==> src/rtl/rav_pkg.sv <==
// shared types, constants and rounding helpers for the rotation align unit
`default_nettype none
package rav_pkg;

	localparam logic signed [31:0] ONE_Q30         = 32'sh4000_0000;
	localparam logic signed [32:0] NINE_TENTHS_Q30 = 33'sd966367642;
	localparam logic [31:0]        ONE_Q30_U       = 32'h4000_0000;

	typedef enum logic [1:0] {
		CASE_GENERAL   = 2'd0,
		CASE_IDENTITY  = 2'd1,
		CASE_HALF_TURN = 2'd2
	} align_case_t;

	// one classified request as it waits between front and back
	typedef struct packed {
		logic signed [32:0] a_x;
		logic signed [32:0] a_y;
		logic signed [32:0] a_z;
		logic [63:0]        sum;
		logic signed [31:0] cosv;
		align_case_t        kase;
	} axis_item_t;

	typedef struct packed {
		logic full;
		logic empty;
	} queue_status_t;

	// q4.60 to q2.30, round half up
	function automatic logic signed [35:0] rnd30(input logic signed [65:0] p);
		logic signed [65:0] t;
		t = p + 66'sd536870912;
		return signed'(t[65:30]);
	endfunction

	function automatic logic signed [31:0] sat32(input logic signed [37:0] x);
		if (x > 38'sd2147483647) begin
			return 32'sh7fff_ffff;
		end else if (x < -38'sd2147483648) begin
			return 32'sh8000_0000;
		end else begin
			return signed'(x[31:0]);
		end
	endfunction

endpackage
`default_nettype wire

==> src/rtl/rav_queue.sv <==
// two-entry queue between front and back
`default_nettype none
module rav_queue (
	input  wire logic                 clk,
	input  wire logic                 arst_n,
	input  wire logic                 push,
	input  rav_pkg::axis_item_t       push_item,
	output logic                      pop_valid,
	output rav_pkg::axis_item_t       pop_item,
	output rav_pkg::queue_status_t    status
);

	rav_pkg::axis_item_t mem_q [0:1];
	rav_pkg::axis_item_t out_item_q;
	logic                wr_ptr_q, rd_ptr_q, out_valid_q;
	logic [1:0]          count_q;
	logic                pop, push_ok;

	assign pop     = count_q != 2'd0;
	assign push_ok = push && (count_q != 2'd2);

	always_ff @(posedge clk or negedge arst_n) begin
		if (!arst_n) begin
			wr_ptr_q    <= 1'b0;
			rd_ptr_q    <= 1'b0;
			count_q     <= 2'd0;
			out_valid_q <= 1'b0;
		end else begin
			if (push_ok) begin
				wr_ptr_q <= ~wr_ptr_q;
			end
			if (pop) begin
				rd_ptr_q <= ~rd_ptr_q;
			end
			count_q     <= count_q + 2'(push_ok) - 2'(pop);
			out_valid_q <= pop;
		end
	end

	always_ff @(posedge clk) begin
		if (push_ok) begin
			mem_q[wr_ptr_q] <= push_item;
		end
		if (pop) begin
			out_item_q <= mem_q[rd_ptr_q];
		end
	end

	assign pop_valid    = out_valid_q;
	assign pop_item     = out_item_q;
	assign status.full  = count_q == 2'd2;
	assign status.empty = count_q == 2'd0;

endmodule
`default_nettype wire

==> config.mk <==
export PLATFORM = sky130hd
export DESIGN_NAME = rav_queue
export DESIGN_NICKNAME = d
export VERILOG_FILES = /design/src/rtl/rav_pkg.sv /design/src/rtl/rav_queue.sv
export SDC_FILE = /design/constraint.sdc
export NUM_CORES = 1
export LEC_CHECK = 0
export BUFFER_PORTS_ARGS = -buffer_cell sky130_fd_sc_hd__buf_2
export CAP_MARGIN = 5
export CORE_ASPECT_RATIO = 0.6
export CORE_MARGIN = 5
export CORE_UTILIZATION = 48
export CTS_CLUSTER_DIAMETER = 40
export DETAILED_ROUTE_END_ITERATION = 10
export HOLD_SLACK_MARGIN = 0.02
export PLACE_DENSITY = 0.81
export SYNTH_ARGS = -nofsm -noshare
export SYNTH_HDL_FRONTEND = slang
export SYNTH_SLANG_ARGS = --single-unit
==> constraint.sdc <==
create_clock -name clk -period 23.7 [get_ports clk]
set_input_delay 2.37 -clock clk [delete_from_list [all_inputs] [get_ports clk]]
set_output_delay 2.37 -clock clk [all_outputs]
set_load 0.02 [all_outputs]
==> qor.tcl <==
set qor(outcome) {finished, final reports clean}
set qor(dieArea_sq_um) 47600
set qor(place_worst_setup_slack_ns) 18.84
set qor(maxSlewHeadroom) 0.260
set qor(hp-start) {count_q[1]}
set qor(maxClockFrequency_mhz) 235
set qor(tightestPinTransition_ns) 1.11
set qor(ios) 400
set qor(min_to) {count_q[1]}
set qor(path_class) {in2reg}
set qor(drtAntennaViolNets) 0
set qor(netlist-cell-type-count) 13
set qor(cts_resized) 0
set qor(use_met1) 0.194
set qor(slew_violations) 0
set qor(gr-usage-met2) 0.270
set qor(placementRows) 59
set qor(avgViaCountPerCell) 4.96
set qor(worstSetupEndpointType) {flop}
set qor(timing.critical_path.mode_cell) {buf_4}
set qor(critPathLaunchType) {input port}
set qor(detailroute.via_count) 9371
set qor(synth.ff_latch_count) 596
set qor(global_route.peak_usage_layer) {met2}
set qor(holdPathStages) 1
set qor(final_net_count) 1468
set qor(worst-path-max-fanout) 63
set qor(tritoncts) {yes}
set qor(grt.overflow.total) 0
set qor(crit_arrival_ns) 4.46
set qor(post_cts_buffers) 0
set qor(drc_markers) 0
set qor(worstPathRequired_ns) 23.90
set qor(wire_length_of_the_first_global_routing_pass_um) 57200
set qor(synthToLayoutAreaGrowth_pct) 20.6
set qor(first_global_vias) 9793
set qor(timing_hold_violations_final) 0
set qor(synth.avg_cell_area_sq_um) 25.1
set qor(synth-warning-count) 0
set qor(seq_area_frac_synth) 0.862
set qor(peakVddDrop_mv) 0.0667
set qor(final_period_minus_worst_setup_slack_ns) 4.26
set qor(detail_route.iter0.violations) 667
set qor(powerDensity_nw_per_um2) 118
set qor(final.period_utilization) 0.180
set qor(dpl.hpwl_um) 25000
set qor(post_cts_hold_buffer_count) 0
set qor(max-clock-path-buffers) 3
set qor(met3_usage) 0.0479
set qor(port-buffer-count) 399
set qor(clk_latency_ns) 0.58
set qor(antenna_violations_before_repair) 10
set qor(timing.hold.worst.class) {reg2reg}
set qor(wirelength_um) 38800
set qor(post_drt_wl_per_cell_um) 20.5
set qor(critical_path.cell_chain) {buf_2 > nand2_1 > nor2_4 > buf_4 > buf_4}
set qor(worst_setup_hold_path_clk_slew_ns) 0.06
set qor(timing.max_cap.violations) 0
set qor(timing.final.setup_violations) 0
set qor(clock_tree.root_cell) {clkbuf_16}
set qor(cpPeakStageDelay_ns) 0.85
set qor(r2r-end) {pop_item[56]}
set qor(cts_buffers) 54
set qor(unrepaired_setup_endpoints_after_global_routing) {no}
set qor(mostFrequentLayoutCells) {edfxtp_1 (591), buf_2 (399), mux2_4 (101), mux2_2 (96), clkbuf_16 (54)}
set qor(drive_gt1_frac) 0.521
set qor(track_usage) 0.156
set qor(r2r_slack_ns) 20.54
set qor(library_cell_contributing_the_largest_single_delay_on_the_critical_path) {buf_4}
set qor(gp_congestion) 0.769
set qor(initial_core_util) 0.482
set qor(placeableCoreArea_sq_um) 43000
set qor(post_synthesis_instance_area_sq_um) 20700
set qor(finalSetupTns_ns) 0
set qor(layout.filler_cells) 3094
set qor(worst_r2r_path_depth) 3
set qor(worst_slack_ns) 19.44
set qor(die_extent_in_y_um) 171
set qor(detail_route.first_pass.iterations) 4
set qor(postSynthCellCount) 826
set qor(grt_max_degree) 126
set qor(power.leakage_uw) 0.00935
set qor(chipWidth_um) 278
set qor(leading_cell_type_in_the_layout_fill_and_taps_excluded) {edfxtp_1}
set qor(crit-reg2reg-launch) {rd_ptr_q}
set qor(finClkSkew_ns) 0.0148
set qor(synth_nets) 1026
set qor(clkSinkCount) 596
set qor(cts-htree-levels) 2
## critical path, delay by kind of cell
kind / cells / cell delay [ns]
buffers and inverters: 3 / 1.64
AND/OR/NAND/NOR: 2 / 0.34
## per-layer routing
metal,up-vias,share of wire
li1,4198,-
met1,4751,0.38
met2,334,0.51
met3,80,0.076
met4,8,0.026
met5,-,0.0012
## worst max-delay path by stage
stage                    end  start
3_5_place_dp   mem_q[0][133]   push
2_1_floorplan    mem_q[0][0]   push
6_report        mem_q[0][21]   push
4_1_cts        mem_q[0][187]   push
3_3_place_gp    mem_q[0][15]   push
5_1_grt        mem_q[0][117]   push
## metrics by stage
| stage | power (uW) | hold slack [ns] | utilization | cell area [sq um] | cells |
|---|---|---|---|---|---|
| global route | 3070 | 0.555 | 0.581 | 25000 | 1888 |
| finish | 2940 | 0.534 | 0.581 | 25000 | 1888 |
| detailed placement | 2170 | 0.512 | 0.542 | 23300 | 1791 |
| CTS | 2980 | 0.532 | 0.581 | 25000 | 1885 |
| global placement | 2140 | 0.485 | 0.542 | 23300 | 1791 |
| floorplan | 2020 | 0.460 | - | 20700 | 826 |
## kinds of logic (layout without fill, tap and decap cells)
family	after synthesis	after routing	synth area share
other	0	3	0
buffers and inverters	24	504	0.0102
xor gates and xnor gates	2	2	0.000845
and+or+nand+nor	7	7	0.00175
DFF	596	596	0.862
muxes	197	197	0.125
## synthesized netlist by cell type
cell        n  area share
xnor2_1     2     0.00084
buf_6      15      0.0081
nand2_1     1     0.00018
nand2b_1    2     0.00060
edfxtp_1  591        0.86
inv_1       2     0.00036
and2_1      1     0.00030
and3_1      1     0.00030
dfrtp_1     5      0.0060
buf_2       7      0.0017
nor2_1      2     0.00036
mux2_4    101       0.073
mux2_2     96       0.052
## registers in the layout (all words and copies together) (netlist names)
| signal | cells |
|---|---|
| rd_ptr_q | 1 |
| count_q | 2 |
| pop_item | 197 |
| mem_q | 394 |
| pop_valid | 1 |
| wr_ptr_q | 1 |
## report_power, final
group	leakage (uW)	internal, uW	switching [uW]
logic	0.00286	272	351
clock network	0.000805	446	367
registers	0.00569	1440	61.9
total	0.00935	2160	780
## cell type report
class | count | area [sq um] | area share
antenna | 3 | 7.51 | 0.000300
clock buffer | 66 | 1400 | 0.0558
clock inverter | 28 | 259 | 0.0104
inverter | 2 | 15.0 | 0.000600
multi-input combinational | 206 | 2660 | 0.107
sequential | 596 | 17900 | 0.715
tap | 579 | 724 | 0.0290
timing repair buffer | 408 | 2060 | 0.0826
Note: power is estimated with default switching activity, not from simulation.
